### src/rtl/core/ps2mt_pkg.sv
// ----------------------------------------------------------------------------
// PS/2 mouse packet tracker package
// Shared constants, register indexes, structures and the delta decoder.
// ----------------------------------------------------------------------------
package ps2mt_pkg;

    localparam int COORD_BITS_DEF = 12;

    // Configuration register indexes and widths.
    localparam int CFG_ADDR_BITS = 2;
    localparam int CFG_DATA_BITS = 13;
    localparam int SENS_BITS     = 4;
    localparam int SIZE_BITS     = 13;

    localparam logic [CFG_ADDR_BITS-1:0] REG_SENSITIVITY   = 2'd0;
    localparam logic [CFG_ADDR_BITS-1:0] REG_SCREEN_WIDTH  = 2'd1;
    localparam logic [CFG_ADDR_BITS-1:0] REG_SCREEN_HEIGHT = 2'd2;

    localparam logic [SENS_BITS-1:0] SENS_RESET   = 4'd1;
    localparam logic [SIZE_BITS-1:0] WIDTH_RESET  = 13'd800;
    localparam logic [SIZE_BITS-1:0] HEIGHT_RESET = 13'd600;

    localparam int CURSOR_X_RESET = 400;
    localparam int CURSOR_Y_RESET = 300;

    // Header byte bits.
    localparam int HDR_LEFT  = 0;
    localparam int HDR_RIGHT = 1;
    localparam int HDR_SYNC  = 3;
    localparam int HDR_XSIGN = 4;
    localparam int HDR_YSIGN = 5;
    localparam int HDR_XOVF  = 6;
    localparam int HDR_YOVF  = 7;

    // Scaled delta: 9-bit signed times 4-bit unsigned fits in 14 bits signed.
    localparam int DELTA_BITS = 14;

    typedef struct packed {
        logic [SENS_BITS-1:0] sensitivity;
        logic [SIZE_BITS-1:0] screen_width;
        logic [SIZE_BITS-1:0] screen_height;
    } t_cfg;

    typedef struct packed {
        logic       valid;
        logic [7:0] header;
        logic [7:0] x_move;
        logic [7:0] y_move;
    } t_packet;

    // Decodes a 9-bit delta, saturates on overflow and scales it.
    function automatic logic signed [DELTA_BITS-1:0] scaled_delta(
        input logic                 neg,
        input logic                 ovf,
        input logic [7:0]           move,
        input logic [SENS_BITS-1:0] sens
    );
        logic signed [8:0]            d;
        logic [SENS_BITS-1:0]         m;
        logic signed [DELTA_BITS-1:0] a;
        logic signed [DELTA_BITS-1:0] b;
        if (ovf) begin
            d = neg ? -9'sd255 : 9'sd255;
        end else begin
            d = $signed({neg, move});
        end
        m = (sens == '0) ? SENS_BITS'(1) : sens;
        a = $signed({{(DELTA_BITS-9){d[8]}}, d});
        b = $signed({{(DELTA_BITS-SENS_BITS){1'b0}}, m});
        return a * b;
    endfunction

endpackage

### src/rtl/core/ps2mt_cfg_regs.sv
// ----------------------------------------------------------------------------
// PS/2 mouse tracker configuration registers
// Sensitivity and screen size, written through a plain write port.
// ----------------------------------------------------------------------------
module ps2mt_cfg_regs
    import ps2mt_pkg::*;
(
    input  logic                     i_clk,
    input  logic                     i_rst_n,
    input  logic                     i_cfg_we,
    input  logic [CFG_ADDR_BITS-1:0] i_cfg_addr,
    input  logic [CFG_DATA_BITS-1:0] i_cfg_wdata,
    output t_cfg                     o_cfg
);

    t_cfg r_cfg;

    always_ff @(posedge i_clk) begin
        if (!i_rst_n) begin
            r_cfg.sensitivity   <= SENS_RESET;
            r_cfg.screen_width  <= WIDTH_RESET;
            r_cfg.screen_height <= HEIGHT_RESET;
        end else if (i_cfg_we) begin
            unique case (i_cfg_addr)
                REG_SENSITIVITY:   r_cfg.sensitivity   <= i_cfg_wdata[SENS_BITS-1:0];
                REG_SCREEN_WIDTH:  r_cfg.screen_width  <= i_cfg_wdata[SIZE_BITS-1:0];
                REG_SCREEN_HEIGHT: r_cfg.screen_height <= i_cfg_wdata[SIZE_BITS-1:0];
                default: ;
            endcase
        end
    end

    assign o_cfg = r_cfg;

endmodule

### src/rtl/core/ps2mt_packet_asm.sv
// ----------------------------------------------------------------------------
// PS/2 mouse packet assembler
// Collects three auxiliary bytes into a packet, syncing on header bit 3.
// ----------------------------------------------------------------------------
module ps2mt_packet_asm
    import ps2mt_pkg::*;
(
    input  logic       i_clk,
    input  logic       i_rst_n,
    input  logic       i_byte_valid,
    input  logic [7:0] i_byte,
    output t_packet    o_pkt
);

    typedef enum logic [1:0] {
        PH_HEAD = 2'd0,
        PH_X    = 2'd1,
        PH_Y    = 2'd2
    } t_phase;

    t_phase     r_phase;
    logic [7:0] r_header;
    logic [7:0] r_x_move;

    always_ff @(posedge i_clk) begin
        if (!i_rst_n) begin
            r_phase  <= PH_HEAD;
            r_header <= '0;
            r_x_move <= '0;
        end else if (i_byte_valid) begin
            unique case (r_phase)
                PH_X: begin
                    r_x_move <= i_byte;
                    r_phase  <= PH_Y;
                end
                PH_Y: begin
                    r_phase <= PH_HEAD;
                end
                default: begin
                    // A first byte without the sync bit is dropped.
                    if (i_byte[HDR_SYNC]) begin
                        r_header <= i_byte;
                        r_phase  <= PH_X;
                    end else begin
                        r_phase  <= PH_HEAD;
                    end
                end
            endcase
        end
    end

    assign o_pkt.valid  = i_byte_valid && (r_phase == PH_Y);
    assign o_pkt.header = r_header;
    assign o_pkt.x_move = r_x_move;
    assign o_pkt.y_move = i_byte;

endmodule

### src/rtl/core/ps2mt_cursor.sv
// ----------------------------------------------------------------------------
// PS/2 mouse cursor update
// Scales the packet deltas, moves the cursor and clamps it to the screen.
// ----------------------------------------------------------------------------
module ps2mt_cursor
    import ps2mt_pkg::*;
#(
    parameter int COORD_BITS = COORD_BITS_DEF
) (
    input  logic                  i_clk,
    input  logic                  i_rst_n,
    input  t_packet               i_pkt,
    input  t_cfg                  i_cfg,
    output logic [COORD_BITS-1:0] o_pos_x,
    output logic [COORD_BITS-1:0] o_pos_y
);

    // Sum width: cursor plus a 14-bit signed delta, with a sign bit.
    localparam int AW   = ((COORD_BITS > 12) ? COORD_BITS : 12) + 2;
    localparam int SPAN = 1 << COORD_BITS;
    localparam logic [COORD_BITS-1:0] X_RESET =
        COORD_BITS'((CURSOR_X_RESET > SPAN - 1) ? SPAN - 1 : CURSOR_X_RESET);
    localparam logic [COORD_BITS-1:0] Y_RESET =
        COORD_BITS'((CURSOR_Y_RESET > SPAN - 1) ? SPAN - 1 : CURSOR_Y_RESET);
    localparam logic signed [AW-1:0] SPAN_W = AW'(SPAN);

    function automatic logic [COORD_BITS-1:0] clamp_pos(
        input logic signed [AW-1:0] v,
        input logic [SIZE_BITS-1:0] size
    );
        logic signed [AW-1:0] lim;
        logic signed [AW-1:0] s;
        s = $signed({{(AW-SIZE_BITS){1'b0}}, size});
        if (s < AW'(1)) begin
            lim = AW'(1);
        end else if (s > SPAN_W) begin
            lim = SPAN_W;
        end else begin
            lim = s;
        end
        if (v < 0) begin
            return '0;
        end else if (v >= lim) begin
            return COORD_BITS'(lim - AW'(1));
        end else begin
            return v[COORD_BITS-1:0];
        end
    endfunction

    logic [COORD_BITS-1:0]        r_cur_x;
    logic [COORD_BITS-1:0]        r_cur_y;
    logic [COORD_BITS-1:0]        n_cur_x;
    logic [COORD_BITS-1:0]        n_cur_y;
    logic signed [DELTA_BITS-1:0] dx;
    logic signed [DELTA_BITS-1:0] dy;
    logic signed [AW-1:0]         sum_x;
    logic signed [AW-1:0]         sum_y;

    always_comb begin
        dx = scaled_delta(i_pkt.header[HDR_XSIGN], i_pkt.header[HDR_XOVF],
                          i_pkt.x_move, i_cfg.sensitivity);
        dy = scaled_delta(i_pkt.header[HDR_YSIGN], i_pkt.header[HDR_YOVF],
                          i_pkt.y_move, i_cfg.sensitivity);
        // Screen y grows downward, so the mouse y delta is subtracted.
        sum_x = $signed({{(AW-COORD_BITS){1'b0}}, r_cur_x})
              + $signed({{(AW-DELTA_BITS){dx[DELTA_BITS-1]}}, dx});
        sum_y = $signed({{(AW-COORD_BITS){1'b0}}, r_cur_y})
              - $signed({{(AW-DELTA_BITS){dy[DELTA_BITS-1]}}, dy});
        n_cur_x = clamp_pos(sum_x, i_cfg.screen_width);
        n_cur_y = clamp_pos(sum_y, i_cfg.screen_height);
    end

    always_ff @(posedge i_clk) begin
        if (!i_rst_n) begin
            r_cur_x <= X_RESET;
            r_cur_y <= Y_RESET;
        end else if (i_pkt.valid) begin
            r_cur_x <= n_cur_x;
            r_cur_y <= n_cur_y;
        end
    end

    assign o_pos_x = n_cur_x;
    assign o_pos_y = n_cur_y;

endmodule

### src/rtl/core/ps2mt_out_skid.sv
// ----------------------------------------------------------------------------
// PS/2 mouse tracker output buffer
// Output register with a skid entry so the input side never waits on the
// output ready combinationally.
// ----------------------------------------------------------------------------
module ps2mt_out_skid #(
    parameter int WIDTH = 26
) (
    input  logic             i_clk,
    input  logic             i_rst_n,
    input  logic             i_valid,
    input  logic [WIDTH-1:0] i_data,
    output logic             o_ready,
    output logic             o_valid,
    output logic [WIDTH-1:0] o_data,
    input  logic             i_ready
);

    logic             r_out_valid;
    logic             r_skid_valid;
    logic [WIDTH-1:0] r_out_data;
    logic [WIDTH-1:0] r_skid_data;
    logic             out_free;

    assign out_free = !r_out_valid || i_ready;

    always_ff @(posedge i_clk) begin
        if (!i_rst_n) begin
            r_out_valid  <= 1'b0;
            r_skid_valid <= 1'b0;
        end else if (out_free) begin
            if (r_skid_valid) begin
                // Upstream is held while the skid entry is full.
                r_out_valid  <= 1'b1;
                r_skid_valid <= 1'b0;
            end else begin
                r_out_valid  <= i_valid;
            end
        end else if (i_valid) begin
            r_skid_valid <= 1'b1;
        end
    end

    always_ff @(posedge i_clk) begin
        if (out_free) begin
            r_out_data <= r_skid_valid ? r_skid_data : i_data;
        end else if (i_valid) begin
            r_skid_data <= i_data;
        end
    end

    assign o_ready = !r_skid_valid;
    assign o_valid = r_out_valid;
    assign o_data  = r_out_data;

endmodule

### src/rtl/core/ps2_mouse_packet_tracker.sv
// ----------------------------------------------------------------------------
// PS/2 mouse packet tracker
// Turns auxiliary-port bytes into clamped pointer positions and buttons.
// ----------------------------------------------------------------------------
// Usage:
//   The slave stream carries one controller byte per transfer in tdata and
//   the auxiliary-source flag in tuser; bytes without the flag are dropped.
//   Every third accepted auxiliary byte of a synchronized packet produces one
//   transfer on the master stream: pos_x and pos_y in tdata, the left and
//   right buttons in tuser.
//   The result is registered in the output register, or in the skid entry
//   when the receiver stalls. One byte is accepted every cycle while tready
//   is high; the limit is the single cursor update path between the input
//   port and the output register.
//   After reset the packet phase is at the first byte, the cursor sits at
//   400,300 and the registers hold sensitivity 1 and an 800x600 screen.
//   When the receiver stalls, one result waits in the output register and a
//   second in a skid entry; tready drops only once the skid entry is full.
//   Configuration writes land on the clock edge where the write enable is high.
// ----------------------------------------------------------------------------
module ps2_mouse_packet_tracker
    import ps2mt_pkg::*;
#(
    parameter int COORD_BITS = COORD_BITS_DEF,
    parameter int M_DATA_BITS = ((2 * COORD_BITS + 7) / 8) * 8
) (
    input  logic                     i_clk,
    input  logic                     i_rst_n,
    // configuration
    input  logic                     i_cfg_we,
    input  logic [CFG_ADDR_BITS-1:0] i_cfg_addr,
    input  logic [CFG_DATA_BITS-1:0] i_cfg_wdata,
    // slave stream
    input  logic                     i_s_axis_tvalid,
    output logic                     o_s_axis_tready,
    input  logic [7:0]               i_s_axis_tdata,   // [7:0] data_byte
    input  logic                     i_s_axis_tuser,   // [0] from_aux
    // master stream
    output logic                     o_m_axis_tvalid,
    input  logic                     i_m_axis_tready,
    output logic [M_DATA_BITS-1:0]   o_m_axis_tdata,   // pos_x, then pos_y, zero pad
    output logic [1:0]               o_m_axis_tuser    // [0] left button, [1] right button
);

    localparam int RES_BITS = 2 * COORD_BITS + 2;

    t_cfg                  cfg;
    t_packet               pkt;
    logic                  byte_valid;
    logic [COORD_BITS-1:0] pos_x;
    logic [COORD_BITS-1:0] pos_y;
    logic [RES_BITS-1:0]   res_data;
    logic [RES_BITS-1:0]   out_data;

    assign byte_valid = i_s_axis_tvalid && o_s_axis_tready && i_s_axis_tuser;

    ps2mt_cfg_regs u_cfg_regs (
        .i_clk       (i_clk),
        .i_rst_n     (i_rst_n),
        .i_cfg_we    (i_cfg_we),
        .i_cfg_addr  (i_cfg_addr),
        .i_cfg_wdata (i_cfg_wdata),
        .o_cfg       (cfg)
    );

    ps2mt_packet_asm u_packet_asm (
        .i_clk        (i_clk),
        .i_rst_n      (i_rst_n),
        .i_byte_valid (byte_valid),
        .i_byte       (i_s_axis_tdata),
        .o_pkt        (pkt)
    );

    ps2mt_cursor #(
        .COORD_BITS (COORD_BITS)
    ) u_cursor (
        .i_clk   (i_clk),
        .i_rst_n (i_rst_n),
        .i_pkt   (pkt),
        .i_cfg   (cfg),
        .o_pos_x (pos_x),
        .o_pos_y (pos_y)
    );

    assign res_data = {pkt.header[HDR_RIGHT], pkt.header[HDR_LEFT], pos_y, pos_x};

    ps2mt_out_skid #(
        .WIDTH (RES_BITS)
    ) u_out_skid (
        .i_clk   (i_clk),
        .i_rst_n (i_rst_n),
        .i_valid (pkt.valid),
        .i_data  (res_data),
        .o_ready (o_s_axis_tready),
        .o_valid (o_m_axis_tvalid),
        .o_data  (out_data),
        .i_ready (i_m_axis_tready)
    );

    assign o_m_axis_tdata = M_DATA_BITS'(out_data[2*COORD_BITS-1:0]);
    assign o_m_axis_tuser = out_data[RES_BITS-1 -: 2];

endmodule

### config.mk
export PLATFORM = sky130hd
export DESIGN_NAME = ps2_mouse_packet_tracker
export DESIGN_NICKNAME = d
export VERILOG_FILES = /design/src/rtl/core/ps2mt_pkg.sv /design/src/rtl/core/ps2mt_cfg_regs.sv /design/src/rtl/core/ps2mt_packet_asm.sv /design/src/rtl/core/ps2mt_cursor.sv /design/src/rtl/core/ps2mt_out_skid.sv /design/src/rtl/core/ps2_mouse_packet_tracker.sv
export SDC_FILE = /design/constraint.sdc
export NUM_CORES = 1
export LEC_CHECK = 0
export ABC_AREA = 1
export BUFFER_PORTS_ARGS = -buffer_cell sky130_fd_sc_hd__buf_2
export CORE_MARGIN = 4
export CORE_UTILIZATION = 28
export DETAILED_ROUTE_END_ITERATION = 10
export HOLD_SLACK_MARGIN = 0.05
export PLACE_DENSITY = 0.43
export SETUP_SLACK_MARGIN = 0.1
export SYNTH_ARGS = -nofsm -noshare
export SYNTH_HDL_FRONTEND = slang
export SYNTH_SLANG_ARGS = --single-unit
### constraint.sdc
create_clock -name i_clk -period 6.21 [get_ports i_clk]
set_input_delay 0.3105 -clock i_clk [delete_from_list [all_inputs] [get_ports i_clk]]
set_output_delay 0.3105 -clock i_clk [all_outputs]
set_load 0.03 [all_outputs]
==> key figures <==
Run status
  – Outcome: completed

Finish
  – Multi-input gate area: 5830 um2
  – Fillers: 3,727
  – Sequential Area: 3010 um2
  – Share of layout cells above drive strength 1: 11.9%
  – Util after Layout: 32.7%
  – ANT cells: 0
  – Layout Nets: 1,520
  – Area growth syn-to-layout: 14.8%

Placed design
  – HPWL after DPL: 21.6 mm
  – Port buffer count: 56
  – Routability cong.: 0.862

Yosys
  – Asr flop ratio synth: 0%
  – Yosys reg bits: 124
  – Most used flip-flop cell after synthesis: dfxtp_1
  – Count leader, synth: nand2_1
  – Post-synth net total: 1,463
  – Top post-synthesis cells by count: nand2_1, inv_1, nor2_1
  – Area contributors post-synth: edfxtp_1, dfxtp_1, ha_1
  – Post-Syn Area per Cell: 7.66 um2
  – Yosys top cell by area: edfxtp_1
  – Synth Cell Area: 9860 um2
  – Post-synth top area share: 15.8%
  – YS warnings: 0
  – Post-synth cell types: 44
  – Register area share after synthesis: 30.4%
  – Number of synthesized flops with an enable pin: 52
  – Cells after Synth: 1,288

Global route
  – Initial antenna violation count: 0
  – Total GRT Usage: 14.8%
  – Vias in the first global route: 8,237
  – Global-route wire length before repair: 44.6 mm
  – Congestion Overflow GR: 0
  – Largest net degree at the start of global routing: 59

Setup path
  – Crit-path most repeated cell: nand2_1
  – Crit Path Class: reg2reg
  – Crit Path Max Fanout: 10
  – Arrival time at the worst endpoint: 5930 ps
  – Type of origin of the critical path: register
  – Endpoint class of the critical path: register
  – Slowest-stage cell, CP: fa_1
  – Worst EP required: 6470 ps
  – Slowest Stage Delay on Critical Path: 530 ps

Power
  – Total Power: 3.53 mW
  – Leakage power: 5.63 nW
  – Pwr per Cell Area: 311 nW/um2
  – Peak supply drop: 0.204 mV

CTS
  – CTS tree: built
  – Clk Latency, worst-skew pair: 430 ps
  – # H-tree levels: 4
  – CTS Root Cell: clkbuf_16
  – CTS Buf Count: 17
  – TritonCTS Sinks: 124
  – Hold_buf cts: 0
  – Clk slew on worst S/H paths: 60 ps
  – Clock buffer depth: 2

Drt
  – Antenna-violating nets left: 0
  – Via density: 4.40
  – Pre-Repair DR Iteration Count: 5
  – Post-route DRC: 0
  – DR WL/cell: 15.1 um
  – Drt total wl: 27.4 mm
  – DRT iter0 DRCs: 371
  – Routed vias: 7,982

Timing
  – Max-slew headroom: 27.6%
  – Final setup viols: 0
  – Final Hold Vio Count: 0
  – Achievable Freq: 176 MHz
  – Clk_skew: 11.5 ps
  – Setup tns final: 0 ps
  – Fin. max-slew vios: 0
  – Period utilization: 91.3%
  – Worst-Margin Slew: 1080 ps
  – Final min period: 5670 ps
  – RSZ-0062 raised after global routing: true

Floorplanning
  – Core area: 34,600 um2
  – Die area: 38,300 um2
  – Chip height: 196 um
  – IO Count: 57
  – DIE WIDTH: 196 um
  – Starting Density: 28.5%
  – Placement Rows: 68

Worst hold path
  – Class of the worst hold path: in2reg

Flow run
  – Number of max-cap violations: 0
-- worst paths after layout --
path                                                 end  slack [ps]                      from  cells after the start
worst max-delay path               u_out_skid.o_data[14]         540      u_cfg_regs.o_cfg[27]                     28
worst min-delay path                u_cfg_regs.o_cfg[18]         130            i_cfg_wdata[5]                      3
worst max register to register     u_out_skid.o_data[14]         540      u_cfg_regs.o_cfg[27]                     28
worst min register to register  u_packet_asm.r_x_move[2]         460  u_packet_asm.r_x_move[2]                      2
-- worst max-delay path, delay by kind of cell (launching register included) --
kind / cells / cell delay, ps
adder cells (fa/ha/maj): 6 / 2400
XOR/XNOR: 1 / 260
buffers and inverters: 4 / 340
AO/OA/AOI/OAI: 6 / 980
AND/OR/NAND/NOR: 11 / 1140
flip-flops: 1 / 380
-- cells in the final DEF, fill, tap and decap left out, drive strengths merged, types with 5 or more instances in the layout --
master and count:
nand2 293, inv 254, nor2 132, o21ai 97, ha 90, a21oi 79, dfxtp 72, buf 70
fa 56, edfxtp 52, nand3 48, clkbuf 25, xor2 24, xnor2 13, nand4 12, o21a 5
nor3 5, o211ai 5, or2 5
-- layer usage --
layer	global-route usage, %	wire length [um]	vias up
met5	0	0	-
met4	4.14	527	0
met3	2.34	752	33
met2	25.8	13500	93
met1	18.9	12600	3675
li1	-	-	4181
-- logic make-up (layout without fill, tap and decap cells) --
| family | Yosys count | after routing | synth area share, % |
|---|---|---|---|
| simple gates | 499 | 499 | 21.1 |
| buf+inv | 282 | 352 | 11.0 |
| compound gates | 200 | 200 | 11.3 |
| fa+ha+maj | 146 | 146 | 22.8 |
| flops | 124 | 124 | 30.4 |
| xor+xnor | 37 | 37 | 3.29 |
-- state kept, by name (all words and copies together) (netlist names) --
name	cells
u_out_skid.r_skid_data	26
u_packet_asm.r_x_move	8
u_out_skid.r_skid_valid	1
u_cursor.r_cur_y	12
u_packet_asm.r_phase	2
u_cfg_regs.o_cfg	30
u_packet_asm.r_header	6
u_out_skid.o_valid	1
u_out_skid.o_data	26
u_cursor.r_cur_x	12
-- timing repair --
| action | CTS | global route |
|---|---|---|
| buffers inserted | 0 | 2 |
| gates resized for setup | 0 | 25 |
| setup endpoints to repair | 0 | 55 |
-- through the flow --
stage	std cells	setup WS (ps)	hold WS, ps	cell area (um2)
after detailed placement	1779	298	455	10700
after global routing	1813	85.0	133	11300
after global placement	1779	317	457	10700
after floorplan	1288	604	430	9860
final	1813	542	130	11300
after CTS	1811	276	112	11200
-- power breakdown --
| part | leakage (nW) | internal (mW) | switching, mW |
|---|---|---|---|
| clock network | 0.296 | 0.604 | 0.408 |
| registers | 1.12 | 0.999 | 0.0388 |
| logic | 4.21 | 0.486 | 0.989 |
-- layout make-up --
cell class,instances,area share [%]
Tap cell,455,5.03
Sequential cell,124,26.6
Clock buffer,25,4.75
Inverter,250,8.32
Multi-Input combinational cell,882,51.5
Timing Repair Buffer,70,3.40
Clock inverter,7,0.409
Power figures use the tool's default switching activity.
